$ cat src/rtl/apec_pkg.sv
// Shared types and constants for the anisotropy encoding converter.
// No dependencies.
`default_nettype none

package apec_pkg;

    localparam int NUM_CELLS    = 16;
    localparam int CORDIC_STEPS = 14;
    localparam int SQRT_STEPS   = 10;
    localparam int DIR_SHIFT    = 12;

    // input formats
    localparam logic [1:0] IFMT_SIGNED = 2'd0;
    localparam logic [1:0] IFMT_3CH    = 2'd1;
    localparam logic [1:0] IFMT_2D     = 2'd2;
    // output formats
    localparam logic [1:0] OFMT_3CH    = 2'd0;
    localparam logic [1:0] OFMT_2D     = 2'd1;
    localparam logic [1:0] OFMT_ANGLE  = 2'd2;
    // register indexes
    localparam logic REG_IN_FMT  = 1'b0;
    localparam logic REG_OUT_FMT = 1'b1;

    typedef enum logic [2:0] {
        MODE_PASS,   // 3ch -> 3ch
        MODE_DIR_S,  // 3ch -> 2D, scale by strength
        MODE_DIR_M,  // 2D -> 3ch, unit scale
        MODE_ANG_S,  // 3ch -> angle
        MODE_ANG_M,  // 2D -> angle
        MODE_BAD
    } mode_t;

    typedef struct packed {
        logic               valid;
        mode_t              mode;
        logic [7:0]         a;
        logic [7:0]         b;
        logic [7:0]         s;
        logic signed [23:0] u;
        logic signed [23:0] w;
        logic signed [17:0] acc;
        logic [19:0]        v;
        logic [19:0]        res;
        logic [7:0]         kx;
        logic [7:0]         ky;
        logic [16:0]        ppx;
        logic [16:0]        ppy;
        logic               px_neg;
        logic               py_neg;
        logic [31:0]        qqx;
        logic [31:0]        qqy;
        logic               qx_neg;
        logic               qy_neg;
        logic [16:0]        r2;
    } cell_t;

    // arctangent of 2^-i, 65536 units per turn
    function automatic logic signed [17:0] arc_angle(input logic [3:0] idx);
        logic signed [17:0] r;
        unique case (idx)
            4'd0:  r = 18'sd8192;
            4'd1:  r = 18'sd4836;
            4'd2:  r = 18'sd2555;
            4'd3:  r = 18'sd1297;
            4'd4:  r = 18'sd651;
            4'd5:  r = 18'sd326;
            4'd6:  r = 18'sd163;
            4'd7:  r = 18'sd81;
            4'd8:  r = 18'sd41;
            4'd9:  r = 18'sd20;
            4'd10: r = 18'sd10;
            4'd11: r = 18'sd5;
            4'd12: r = 18'sd3;
            4'd13: r = 18'sd1;
            default: r = 18'sd0;
        endcase
        return r;
    endfunction

endpackage

`default_nettype wire

$ cat src/rtl/apec_cell.sv
// A chain cell: vectoring rotation step (step_idx < 14), square-root step
// (< 10), half a bit step of each direction byte search. Uses apec_pkg.
`default_nettype none

module apec_cell (
    input  wire logic          aclk,
    input  wire logic          aresetn,
    input  wire logic          en,
    input  wire logic [3:0]    step_idx,
    input  wire apec_pkg::cell_t cell_in,
    output apec_pkg::cell_t    cell_out
);
    import apec_pkg::*;

    logic signed [23:0] su, sw;
    logic [4:0]         sq_sh;
    logic [19:0]        sq_bit, sq_sum;
    logic [7:0]         bit8, tx, ty;
    logic signed [9:0]  px, py;
    logic signed [19:0] sqx, sqy;
    logic [33:0]        prodx, prody;
    logic               takex, takey;
    cell_t              c_next;
    cell_t              cell_reg;

    always_comb begin
        c_next = cell_in;
        su = cell_in.u >>> step_idx;
        sw = cell_in.w >>> step_idx;
        sq_sh  = 5'd18 - {step_idx, 1'b0};
        sq_bit = 20'd1 << sq_sh;
        sq_sum = cell_in.res + sq_bit;
        bit8 = 8'h80 >> step_idx[3:1];
        tx   = cell_in.kx | bit8;
        ty   = cell_in.ky | bit8;
        px   = $signed({1'b0, tx, 1'b0}) - 10'sd255;
        py   = $signed({1'b0, ty, 1'b0}) - 10'sd255;
        sqx  = px * px;
        sqy  = py * py;
        prodx = cell_in.ppx * cell_in.r2;
        prody = cell_in.ppy * cell_in.r2;
        takex = cell_in.px_neg ? (!cell_in.qx_neg || prodx >= {2'b0, cell_in.qqx})
                               : (!cell_in.qx_neg && prodx <= {2'b0, cell_in.qqx});
        takey = cell_in.py_neg ? (!cell_in.qy_neg || prody >= {2'b0, cell_in.qqy})
                               : (!cell_in.qy_neg && prody <= {2'b0, cell_in.qqy});

        if (step_idx < 4'(CORDIC_STEPS)) begin
            if (cell_in.w > 0) begin
                c_next.u   = cell_in.u + sw;
                c_next.w   = cell_in.w - su;
                c_next.acc = cell_in.acc + arc_angle(step_idx);
            end else begin
                c_next.u   = cell_in.u - sw;
                c_next.w   = cell_in.w + su;
                c_next.acc = cell_in.acc - arc_angle(step_idx);
            end
        end

        if (step_idx < 4'(SQRT_STEPS)) begin
            if (cell_in.v >= sq_sum) begin
                c_next.v   = cell_in.v - sq_sum;
                c_next.res = (cell_in.res >> 1) + sq_bit;
            end else begin
                c_next.res = cell_in.res >> 1;
            end
        end

        // even cell: square the candidate, odd cell: compare and keep
        if (!step_idx[0]) begin
            c_next.ppx    = sqx[16:0];
            c_next.ppy    = sqy[16:0];
            c_next.px_neg = px[9];
            c_next.py_neg = py[9];
        end else begin
            if (takex) c_next.kx = tx;
            if (takey) c_next.ky = ty;
        end
    end

    always_ff @(posedge aclk) begin
        if (!aresetn) begin
            cell_reg.valid <= 1'b0;
        end else if (en) begin
            cell_reg <= c_next;
        end
    end

    assign cell_out = cell_reg;

endmodule

`default_nettype wire

$ cat config.mk
export PLATFORM = sky130hd
export DESIGN_NAME = apec_cell
export DESIGN_NICKNAME = d
export VERILOG_FILES = /design/src/rtl/apec_pkg.sv /design/src/rtl/apec_cell.sv
export SDC_FILE = /design/constraint.sdc
export NUM_CORES = 2
export LEC_CHECK = 0
export ABC_CLOCK_PERIOD_IN_PS = 9500
export BUFFER_PORTS_ARGS = -buffer_cell sky130_fd_sc_hd__clkbuf_2
export CORE_MARGIN = 1
export CORE_UTILIZATION = 30
export DETAILED_ROUTE_END_ITERATION = 10
export GPL_TIMING_DRIVEN = 0
export SLEW_MARGIN = 10
export SYNTH_ARGS = -nofsm -noshare
export SYNTH_HDL_FRONTEND = slang
export SYNTH_SLANG_ARGS = --single-unit
$ cat constraint.sdc
create_clock -name aclk -period 9.5 [get_ports aclk]
set_input_delay 1.425 -clock aclk [delete_from_list [all_inputs] [get_ports aclk]]
set_output_delay 1.425 -clock aclk [all_outputs]
set_load 0.02 [all_outputs]
==> results by group <==
Synthesis
  • Mux cell area share after synthesis: roughly 3.9%
  • Complex-gate fraction of the synthesized area: 11.2%
  • Async set or reset register ratio after synthesis: 0%
  • Xor/xnor share of the synthesized area: under 10%
  • Register area share after synthesis: roughly 18%
  • Mapped Area: 45800 um^2
  • Synth Flop Type: edfxtp_1
  • EDFF count, synth: 268
  • Adder-Cell Fraction of Synth Area: 38.5%
  • Yosys cell types: 95
  • Synth Area in Simple Gates: 15.3%
  • Largest family of logic cells by synthesized area: adder cells
  • Synth Register Bits: between 200 and 300
  • Mapped Cells: 5027
  • Syn_nets: roughly 6400
  • Synth warn: 0
  • Avg Inst Size Synth: 9.11 um^2

Pwr
  • Total Power: ~20 mW
  • Pwr/cell area: 372 nW/um^2
  • Leak: 25.3 nW
  • Peak VDD IR: 0.575 mV

Cells and area
  • Max reg flops: approximately 270
  • Final #Nets: 6944
  • P&R area growth vs syn: 15.6%
  • Post-route cell area: 52900 um^2
  • Core Util, Final: about a third
  • Share of cells above drive strength 1: 15.4%

Route
  • Initial DRC count: just over 3000
  • Final wirelength: 164000 um
  • Post-route ant nets: 0
  • WL/cell: roughly 21 um
  • Via count: 39148
  • Vias per inst: 5.11
  • Drt first pass iters: 6
  • DRC errors left: 0

Critical path
  • CP Capture Type: flip-flop
  • CP Launch Type: input pin
  • CP required: 9.87 ns
  • Crit path largest cell delay: 0.52 ns
  • Crit Path Category: in2reg
  • Slowest CP cell: fa_1
  • CP arrival: 9.58 ns
  • Worst Path Max Fanout: 10
  • Critical Path Most Common Cell: fa_1

Global route
  • Initial antenna violation count: 21
  • Largest net degree at the start of global routing: between 60 and 70
  • GR Overflow Total: 0
  • Vias in the first global route: 39466
  • GR Util All Layers: a little over a fifth
  • Global-route wire length before repair: about 240000 um

Placement
  • GPL Wtd Cong: between 0.9 and 1
  • Dpl cell area: between 50000 and 60000 um^2
  • Detailed Place HPWL: 135000 um
  • Buffers on Ports: 530

Timing
  • Max-slew violation count: 0
  • Fin. Hold Viols: 0
  • Worst slew margin: 18.8%
  • Final setup vio count: 0
  • Fmax: 109 MHz
  • Worst Tran Pin Value: 1.22 ns
  • Final Critical Period: 9.21 ns
  • Clock Skew: 0 ns
  • Period Utilization, post-route: 97.0%
  • Setup TNS: 0 ns

Die
  • Die W: 393 um
  • Die Height: 393 um
  • Starting Density: a little under a third
  • Cell Rows: 142
  • Core ar.: 151000 um^2
  • Io pins: 545
  • Die area: 154000 um^2

Clock network
  • Cts hold-fix bufs: 0
  • CTS root buf: clkbuf_16
  • Skew-Pair Late Insertion Delay: 0.63 ns
  • Clock Sinks: 269
  • Worst-path clk slew: 0.05 ns
  • CTS tree: built
  • H-tree Lvls: 2
  • CTS Buf Count: 38
  • Clock buffer depth: 3

Flow run
  • Max-cap viol count: 0

Hold path
  • Hold Crit Class: reg2reg

Run status
  • Outcome: complete, no violations
worst max-delay path, delay by kind of cell:
family                   cells  cell delay (ns)
AND/OR/NAND/NOR              3             0.58
AO/OA/AOI/OAI               14             2.65
adder cells (fa/ha/maj)      8             3.51
multiplexers                 1             0.17
buffers and inverters        8             1.22
Yosys cell counts, drive strengths merged (14+ instances only):
cell,count,area share (%)
edfxtp,268,18
mux2i,55,1.2
nor2b,27,0.37
inv,863,7.1
a31oi,35,0.48
o21bai,26,0.43
o21a,22,0.36
a21o,79,1.3
fa,576,25
clkbuf,169,1.4
a21oi,214,2.3
nand2,661,5.4
nand3,53,0.58
nand4,33,0.48
a31o,14,0.27
nor3,42,0.46
nor3b,19,0.32
or3,14,0.19
mux2,25,0.62
xor2,89,1.7
o21ai,204,2.2
nand2b,33,0.45
nor2,219,1.8
nor4,18,0.26
or2,15,0.21
and3,29,0.40
o31ai,33,0.55
and2,265,3.6
a211oi,41,0.67
xnor2,145,2.8
buf,33,0.48
o211ai,24,0.39
mux4,41,2.0
ha,487,13
per-stage QoR:
step | hold WS (ns) | setup slack (ns) | cells
after floorplan | 0.589 | 0.124 | 5027
final | 0.543 | 0.290 | 7661
after CTS | 0.558 | 0.00792 | 7649
after global routing | 0.573 | -0.0257 | 7651
after global placement | 0.503 | -3.25 | 7573
after detailed placement | 0.554 | -2.37 | 7582
routing by layer:
metal	track usage (%)	share of wire, %	vias to the layer above
met2	33.7	45	1712
met3	5.52	9.6	344
met1	27.0	41	19326
li1	-	-	17738
met5	0	0.12	-
met4	8.34	4.1	28
kinds of logic (layout without fill, tap and decap cells):
| group | after synthesis | in the layout |
|---|---|---|
| compound gates | 802 | 802 |
| mux | 121 | 121 |
| xor+xnor | 234 | 234 |
| simple gates | 1469 | 1469 |
| flops | 269 | 269 |
| fa+ha+maj | 1063 | 1063 |
| buf+inv | 1069 | 1676 |
| other cells | 0 | 11 |
report_power, final:
part	internal (mW)	switching [mW]	leakage, nW
Clock	0.886	0.658	0.630
Sequential	1.57	0.0832	2.52
Combinational	6.85	9.65	22.2
Total	9.30	10.4	25.3
area by class of cell:
cell class	instances	area (um^2)
Clock buffer	46	1010
Clock inverter	23	319
Sequential cell	269	8070
Fill cell	15635	97700
Inverter	867	3260
Multi-Input combinational cell	3689	33800
Buffer	197	1040
Antenna cell	11	27.5
Tap cell	2016	2520
Timing Repair Buffer	543	2870
timing repair:
item / CTS / global route
endpoints found under the setup margin: 27 / 49
hold endpoints to repair: 0 / 0
pin swaps: 1 / 6
resized for setup: 113 / 129
gates cloned: 0 / 0
buffers inserted: 1 / 3
path summary, 6_finish.rpt:
path / cells after the start / to / slack (ns) / from
setup / recovery: 34 / cell_out[129]$_DFFE_PP_ / 0.29 / cell_in[106]
hold / removal: 2 / cell_out[268]$_SDFFE_PN0P_ / 0.54 / cell_out[268]$_SDFFE_PN0P_
setup reg to reg: 2 / cell_out[268]$_SDFFE_PN0P_ / 8.90 / cell_out[268]$_SDFFE_PN0P_
hold reg to reg: 2 / cell_out[268]$_SDFFE_PN0P_ / 0.54 / cell_out[268]$_SDFFE_PN0P_
cell usage in the layout, fill, tap and decap left out, types with 35 or more instances in the layout:
cell type,count
mux4_2,41
inv_1,863
fa_1,576
xor2_1,89
clkbuf_2,565
a21o_1,79
xnor2_1,145
edfxtp_1,268
mux2i_1,53
nand3_1,51
ha_1,487
o21ai_0,187
a211oi_1,40
nor2_1,214
and2_1,264
clkbuf_1,81
a21oi_1,210
clkbuf_16,38
nand2_1,661
a31oi_1,35
nor3_1,41
Note: power is estimated with default switching activity, not from simulation.
