===== config.mk =====
export PLATFORM = sky130hd
export DESIGN_NAME = apec_front
export DESIGN_NICKNAME = d
export VERILOG_FILES = /design/src/rtl/apec_pkg.sv /design/src/rtl/apec_front.sv
export SDC_FILE = /design/constraint.sdc
export NUM_CORES = 2
export LEC_CHECK = 0
export ABC_AREA = 1
export BUFFER_PORTS_ARGS = -buffer_cell sky130_fd_sc_hd__clkbuf_2
export CORE_MARGIN = 2
export CORE_UTILIZATION = 48
export DETAILED_ROUTE_END_ITERATION = 10
export HOLD_SLACK_MARGIN = 0.06
export MAX_ROUTING_LAYER = met4
export PLACE_DENSITY = 0.66
export SETUP_SLACK_MARGIN = 0.2
export SYNTH_ARGS = -nofsm -noshare
export SYNTH_HDL_FRONTEND = slang
export SYNTH_SLANG_ARGS = --single-unit

===== constraint.sdc =====
create_clock -name aclk -period 8.3 [get_ports aclk]
set_clock_uncertainty 0.2 [all_clocks]
set_input_delay 0.83 -clock aclk [delete_from_list [all_inputs] [get_ports aclk]]
set_output_delay 0.83 -clock aclk [all_outputs]
set_load 0.01 [all_outputs]

===== src/rtl/apec_pkg.sv =====
// Shared types and constants for the anisotropy encoding converter.
// No dependencies.
`default_nettype none

package apec_pkg;

    localparam int NUM_CELLS    = 16;
    localparam int CORDIC_STEPS = 14;
    localparam int SQRT_STEPS   = 10;
    localparam int DIR_SHIFT    = 12;

    // input formats
    localparam logic [1:0] IFMT_SIGNED = 2'd0;
    localparam logic [1:0] IFMT_3CH    = 2'd1;
    localparam logic [1:0] IFMT_2D     = 2'd2;
    // output formats
    localparam logic [1:0] OFMT_3CH    = 2'd0;
    localparam logic [1:0] OFMT_2D     = 2'd1;
    localparam logic [1:0] OFMT_ANGLE  = 2'd2;
    // register indexes
    localparam logic REG_IN_FMT  = 1'b0;
    localparam logic REG_OUT_FMT = 1'b1;

    typedef enum logic [2:0] {
        MODE_PASS,   // 3ch -> 3ch
        MODE_DIR_S,  // 3ch -> 2D, scale by strength
        MODE_DIR_M,  // 2D -> 3ch, unit scale
        MODE_ANG_S,  // 3ch -> angle
        MODE_ANG_M,  // 2D -> angle
        MODE_BAD
    } mode_t;

    typedef struct packed {
        logic               valid;
        mode_t              mode;
        logic [7:0]         a;
        logic [7:0]         b;
        logic [7:0]         s;
        logic signed [23:0] u;
        logic signed [23:0] w;
        logic signed [17:0] acc;
        logic [19:0]        v;
        logic [19:0]        res;
        logic [7:0]         kx;
        logic [7:0]         ky;
        logic [16:0]        ppx;
        logic [16:0]        ppy;
        logic               px_neg;
        logic               py_neg;
        logic [31:0]        qqx;
        logic [31:0]        qqy;
        logic               qx_neg;
        logic               qy_neg;
        logic [16:0]        r2;
    } cell_t;

    // arctangent of 2^-i, 65536 units per turn
    function automatic logic signed [17:0] arc_angle(input logic [3:0] idx);
        logic signed [17:0] r;
        unique case (idx)
            4'd0:  r = 18'sd8192;
            4'd1:  r = 18'sd4836;
            4'd2:  r = 18'sd2555;
            4'd3:  r = 18'sd1297;
            4'd4:  r = 18'sd651;
            4'd5:  r = 18'sd326;
            4'd6:  r = 18'sd163;
            4'd7:  r = 18'sd81;
            4'd8:  r = 18'sd41;
            4'd9:  r = 18'sd20;
            4'd10: r = 18'sd10;
            4'd11: r = 18'sd5;
            4'd12: r = 18'sd3;
            4'd13: r = 18'sd1;
            default: r = 18'sd0;
        endcase
        return r;
    endfunction

endpackage

`default_nettype wire


===== src/rtl/apec_front.sv =====
// Front end: format decode, swap, strength rescale, squares and products.
// Two register stages. Depends on apec_pkg.
`default_nettype none

module apec_front (
    input  wire logic          aclk,
    input  wire logic          aresetn,
    input  wire logic          en,
    input  wire logic          in_valid,
    input  wire logic [7:0]    chan_a,
    input  wire logic [7:0]    chan_b,
    input  wire logic [7:0]    chan_c,
    input  wire logic [1:0]    in_fmt,
    input  wire logic [1:0]    out_fmt,
    output apec_pkg::cell_t    cell_out
);
    import apec_pkg::*;

    logic               swap;
    logic [7:0]         a_e, b_e, s2, s_e, m;
    logic [15:0]        s255;
    logic [1:0]         ifmt_e;
    mode_t              mode;
    logic signed [9:0]  dx, dy;

    logic               f1_valid_reg;
    mode_t              f1_mode_reg;
    logic [7:0]         f1_a_reg, f1_b_reg, f1_s_reg;
    logic signed [9:0]  f1_dx_reg, f1_dy_reg;
    logic signed [19:0] f1_dxsq_reg, f1_dysq_reg, f1_qx_reg, f1_qy_reg;

    logic signed [39:0] qqx, qqy;
    logic signed [23:0] u0, w0;
    cell_t              c_next;
    cell_t              cell_reg;

    always_comb begin
        swap   = (in_fmt == IFMT_SIGNED) && !chan_c[7];
        a_e    = swap ? chan_b : chan_a;
        b_e    = swap ? chan_a : chan_b;
        s2     = chan_c[7] ? {1'b0, chan_c[6:0]} : 8'd128 - chan_c;
        s255   = {s2, 8'b0} - {8'b0, s2};
        s_e    = (in_fmt == IFMT_SIGNED) ? s255[14:7] : chan_c;
        ifmt_e = (in_fmt == IFMT_SIGNED) ? IFMT_3CH : in_fmt;
        priority if (ifmt_e == IFMT_3CH && out_fmt == OFMT_3CH) mode = MODE_PASS;
        else if (ifmt_e == IFMT_3CH && out_fmt == OFMT_2D) mode = MODE_DIR_S;
        else if (ifmt_e == IFMT_3CH && out_fmt == OFMT_ANGLE) mode = MODE_ANG_S;
        else if (ifmt_e == IFMT_2D && out_fmt == OFMT_3CH) mode = MODE_DIR_M;
        else if (ifmt_e == IFMT_2D && out_fmt == OFMT_ANGLE) mode = MODE_ANG_M;
        else mode = MODE_BAD;
        dx = $signed({1'b0, a_e, 1'b0}) - 10'sd255;
        dy = $signed({1'b0, b_e, 1'b0}) - 10'sd255;
        m  = (mode == MODE_DIR_M) ? 8'd255 : s_e;
    end

    always_ff @(posedge aclk) begin
        if (!aresetn) begin
            f1_valid_reg <= 1'b0;
        end else if (en) begin
            f1_valid_reg <= in_valid;
        end
        if (en) begin
            f1_mode_reg <= mode;
            f1_a_reg    <= a_e;
            f1_b_reg    <= b_e;
            f1_s_reg    <= s_e;
            f1_dx_reg   <= dx;
            f1_dy_reg   <= dy;
            f1_dxsq_reg <= dx * dx;
            f1_dysq_reg <= dy * dy;
            f1_qx_reg   <= dx * $signed({2'b0, m});
            f1_qy_reg   <= dy * $signed({2'b0, m});
        end
    end

    always_comb begin
        qqx = f1_qx_reg * f1_qx_reg;
        qqy = f1_qy_reg * f1_qy_reg;
        u0  = {{14{f1_dy_reg[9]}}, f1_dy_reg} <<< DIR_SHIFT;
        w0  = {{14{f1_dx_reg[9]}}, f1_dx_reg} <<< DIR_SHIFT;
        c_next        = '0;
        c_next.valid  = f1_valid_reg;
        c_next.mode   = f1_mode_reg;
        c_next.a      = f1_a_reg;
        c_next.b      = f1_b_reg;
        c_next.s      = f1_s_reg;
        // start in the upper half plane
        if (u0 < 0) begin
            c_next.u   = -u0;
            c_next.w   = -w0;
            c_next.acc = 18'sd32768;
        end else begin
            c_next.u   = u0;
            c_next.w   = w0;
            c_next.acc = 18'sd0;
        end
        c_next.r2     = f1_dxsq_reg[16:0] + f1_dysq_reg[16:0];
        c_next.v      = {3'b0, c_next.r2};
        c_next.qqx    = qqx[31:0];
        c_next.qqy    = qqy[31:0];
        c_next.qx_neg = f1_qx_reg[19];
        c_next.qy_neg = f1_qy_reg[19];
    end

    always_ff @(posedge aclk) begin
        if (!aresetn) begin
            cell_reg.valid <= 1'b0;
        end else if (en) begin
            cell_reg <= c_next;
        end
    end

    assign cell_out = cell_reg;

endmodule

`default_nettype wire


==> impl_table.tex <==
\begin{tabular}{lr}
\hline
Metric & Value \\
\hline
\multicolumn{2}{l}{\textbf{Outcome}} \\
\quad Outcome & finished clean \\
\multicolumn{2}{l}{\textbf{Clocking}} \\
\quad Bufs on Longest Clock Path & 3 \\
\quad TritonCTS sink count & 217 \\
\quad CTS tree & done \\
\quad Clock transition at the registers of the reported paths & around 60 ps \\
\quad TritonCTS buffer count & 29 \\
\quad Insertion delay of the later-clocked pin in the worst-skew pair & 610 ps \\
\quad \# Post-CTS Setup Buffers & 0 \\
\quad Clock tree root buffer cell & sky130\_fd\_sc\_hd\_\_clkbuf\_16 \\
\quad Number of H-tree levels & 1 \\
\quad Count of instances resized after the clock tree is built & 0 \\
\quad Hold-fix buffers at CTS & 0 \\
\multicolumn{2}{l}{\textbf{STA}} \\
\quad Setup repair after global routing missed its margin & no \\
\quad Max Clk Rate & $\sim$140 MHz \\
\quad Max-slew headroom at the worst pin & approximately a quarter \\
\quad Number of hold-slack violations in the final timing report & 0 \\
\quad Clock period minus worst slack & between 7000 and 8000 ps \\
\quad Tcrit/Tclk final & 87.01\% \\
\quad Fin Setup TNS & 0 ps \\
\quad Final count of negative-setup-slack endpoints & 0 \\
\quad Max-slew violation total from the final report & 0 \\
\quad Actual slew at the worst max-slew pin & around 1100 ps \\
\multicolumn{2}{l}{\textbf{Synth}} \\
\quad Async set or reset register ratio after synthesis & 0\% \\
\quad Post-synthesis cell type with the largest combined area & sky130\_fd\_sc\_hd\_\_fa\_1 \\
\quad Most common cell in the synthesized netlist & sky130\_fd\_sc\_hd\_\_inv\_1 \\
\quad Area contributors post-synth & sky130\_fd\_sc\_hd\_\_fa\_1 39\%, sky130\_fd\_sc\_hd\_\_edfxtp\_1 15\%, sky130\_fd\_sc\_hd\_\_inv\_1 12\% \\
\quad Yosys cell types & 50 \\
\quad Synth Register Bits & 217 \\
\quad Post-synth design cell area & 42250 um2 \\
\quad Cells after synthesis & 4608 \\
\quad Syn. warnings & 0 \\
\quad Sequential-to-total area share from yosys stat & between 10\% and 20\% \\
\quad Share of Yosys cell area claimed by the top area cell type & approximately two fifths \\
\quad Top cells by instance count after synthesis & 1370 x sky130\_fd\_sc\_hd\_\_inv\_1, 820 x sky130\_fd\_sc\_hd\_\_fa\_1, 735 x sky130\_fd\_sc\_hd\_\_nand2\_1 \\
\quad Number of flops mapped to enable cells by yosys & approximately 220 \\
\quad Average size of a mapped cell & 9.169 um2 \\
\quad Main synth FF type & sky130\_fd\_sc\_hd\_\_edfxtp\_1 \\
\multicolumn{2}{l}{\textbf{Layout}} \\
\quad Fraction of layout instances using a drive strength above 1 & 6.931\% \\
\quad Synthesis-to-layout area growth & 5.745\% \\
\quad Max FFs per register & $\sim$120 \\
\quad Total number of nets in the final design & 5960 \\
\quad Antenna Diode Count & 0 \\
\quad Fillers & 8074 \\
\multicolumn{2}{l}{\textbf{Detailed routing}} \\
\quad Number of routed nets with antenna violations & 0 \\
\quad DRT Pass-1 Iters & 5 \\
\quad DR WL/cell & 15.77 um \\
\quad Number of remaining DRC errors & 0 \\
\quad Drt first-iter violations & around 1400 \\
\quad Routed wire length & around 93000 um \\
\quad Number of vias per cell after detailed routing & 4.839 \\
\quad Overall via count from detail\_route & about 29000 \\
\multicolumn{2}{l}{\textbf{Worst setup path}} \\
\quad Type of origin of the critical path & flip-flop \\
\quad Data required time at the worst endpoint & roughly 8500 ps \\
\quad Data arrival time of the critical path & 7370 ps \\
\quad CP max stage cell & sky130\_fd\_sc\_hd\_\_edfxtp\_1 \\
\quad Type of the worst setup path & reg2reg \\
\quad Buffer and inverter count on the worst path & 6 \\
\quad Largest stage delay on the critical path & 1080 ps \\
\quad Largest fanout of any net on the critical path & 20 \\
\quad Cell Chain, Critical Path & nand2\_1 -> fa\_1 -> inv\_1 -> fa\_1 -> inv\_1 -> fa\_1 -> inv\_1 -> fa\_1 -> inv\_1 -> fa\_1 -> fa\_1 -> inv\_1 -> ha\_1 -> ha\_1 -> a21oi\_1 -> o21ai\_0 -> a21oi\_1 -> or2\_2 -> nand2\_1 -> a21oi\_1 -> inv\_1 -> nand2\_1 -> nand2\_1 \\
\quad Critical path capture point type & flip-flop \\
\quad CP top delay family & adder cells \\
\multicolumn{2}{l}{\textbf{Placed design}} \\
\quad Final HPWL DP & 77050 um \\
\quad Total of buffers placed on input and output ports & 173 \\
\quad Final estimated routing congestion in global placement & 0.8754 \\
\multicolumn{2}{l}{\textbf{Floorplanning}} \\
\quad Starting density of the core & around half \\
\quad Floorplan die area & 90410 um2 \\
\quad Die Width & 300.7 um \\
\quad Floorplan core area & 87020 um2 \\
\quad Vertical die dimension & 300.7 um \\
\quad Number of rows created at floorplan & 108 \\
\quad Number of top-level pins & 301 \\
\multicolumn{2}{l}{\textbf{Global route}} \\
\quad Global-route wire length before repair & 155500 um \\
\quad Remaining Overflow, GRT & 0 \\
\quad Number of global-route vias before repair & 30884 \\
\quad Antenna violations before repair & 0 \\
\quad Total routing resource utilization after global routing & 22.13\% \\
\quad Largest net degree at the start of global routing & 82 \\
\multicolumn{2}{l}{\textbf{Min path}} \\
\quad Class of the worst hold path & reg2reg \\
\multicolumn{2}{l}{\textbf{Flow run}} \\
\quad Number of maximum-capacitance violations & 0 \\
\hline
\end{tabular}
layout by cell type (no fill, tap or decap), types with 5 or more instances in the layout:
master,Yosys,routed
sky130_fd_sc_hd__clkinv_1,4,9
sky130_fd_sc_hd__nand2_1,735,735
sky130_fd_sc_hd__nand3_1,71,71
sky130_fd_sc_hd__clkbuf_16,0,29
sky130_fd_sc_hd__clkbuf_2,0,172
sky130_fd_sc_hd__nand2_2,12,12
sky130_fd_sc_hd__o21ai_1,7,10
sky130_fd_sc_hd__nor3_1,11,11
sky130_fd_sc_hd__o21bai_1,9,9
sky130_fd_sc_hd__nor2_1,152,152
sky130_fd_sc_hd__a21oi_1,171,171
sky130_fd_sc_hd__o21ai_2,6,6
sky130_fd_sc_hd__xor2_1,116,116
sky130_fd_sc_hd__o21ai_0,73,70
sky130_fd_sc_hd__inv_2,14,14
sky130_fd_sc_hd__edfxtp_1,215,215
sky130_fd_sc_hd__o2111ai_1,6,6
sky130_fd_sc_hd__xnor2_1,77,77
sky130_fd_sc_hd__nand4_1,14,14
sky130_fd_sc_hd__fa_1,820,820
sky130_fd_sc_hd__a21o_1,18,18
sky130_fd_sc_hd__ha_1,382,382
sky130_fd_sc_hd__or2_2,19,19
sky130_fd_sc_hd__inv_1,1370,1369
sky130_fd_sc_hd__nand3_2,5,5
sky130_fd_sc_hd__o31ai_1,7,7
sky130_fd_sc_hd__buf_4,149,38
sky130_fd_sc_hd__nor2_2,7,7
sky130_fd_sc_hd__conb_1,2,128
worst reg2reg max path: cells and delay by family (launching register included):
kind	cells	cell delay (ps)
fa+ha+maj	8	3790
compound gates	4	870
simple gates	5	670
buf+inv	6	360
flops	1	1080
cell families (layout without fill, tap and decap cells):
group	Yosys count	in the layout	share of synthesized area (%)
AND/OR/NAND/NOR	1042	1042	10.14
adder cells (fa/ha/maj)	1202	1202	50.17
AO/OA/AOI/OAI	313	313	4.155
flip-flops	217	217	15.38
other	2	128	0.01777
XOR/XNOR	194	194	4.039
buffers and inverters	1638	1651	16.11
cell type report:
| type | instances | area [um2] | area share (%) |
|---|---|---|---|
| Tap cell | 1155 | 1445 | 3.235 |
| Clock buffer | 33 | 740.7 | 1.658 |
| Clock inverter | 19 | 207.7 | 0.4649 |
| Timing Repair Buffer | 210 | 1146 | 2.565 |
| Multi-Input combinational cell | 2879 | 29420 | 65.85 |
| Sequential cell | 217 | 6496 | 14.54 |
| Inverter | 1389 | 5221 | 11.69 |
path summary, 6_finish.rpt:
| path | from | to | slack, ps | cells after the start |
|---|---|---|---|---|
| min | f1_s_reg[3]$_DFFE_PP_ | cell_out[244]$_DFFE_PP_ | 220 | 0 |
| max | f1_qy_reg[4]$_DFFE_PP_ | cell_out[50]$_DFFE_PP_ | 1080 | 23 |
| max reg2reg | f1_qy_reg[4]$_DFFE_PP_ | cell_out[50]$_DFFE_PP_ | 1080 | 23 |
| min reg2reg | f1_s_reg[3]$_DFFE_PP_ | cell_out[244]$_DFFE_PP_ | 220 | 0 |
through the flow:
step           setup WS [ps]  hold WS [ps]  instances  area (um2)  util, %
2_1_floorplan           1884         200.3       4734       42720        -
3_3_place_gp            1137         201.8       5850       43730    50.25
3_5_place_dp            1035         204.5       5850       43730    50.25
4_1_cts                 1164         203.5       5902       44680    51.34
5_1_grt                743.7         232.1       5902       44680    51.34
6_report                1078         219.5       5902       44680    51.34
layer usage:
layer	global-route usage [%]	part of all wire (%)	vias up
li1	-	-	13465
met1	28.11	41	14314
met2	38.63	52	659
met3	2.338	5.4	123
met4	4.110	1.6	0
met5	-	0	-
Power is left out: the tool's default activity adds up to more than one toggle a clock period on the data nets, which glitch-free logic cannot reach.
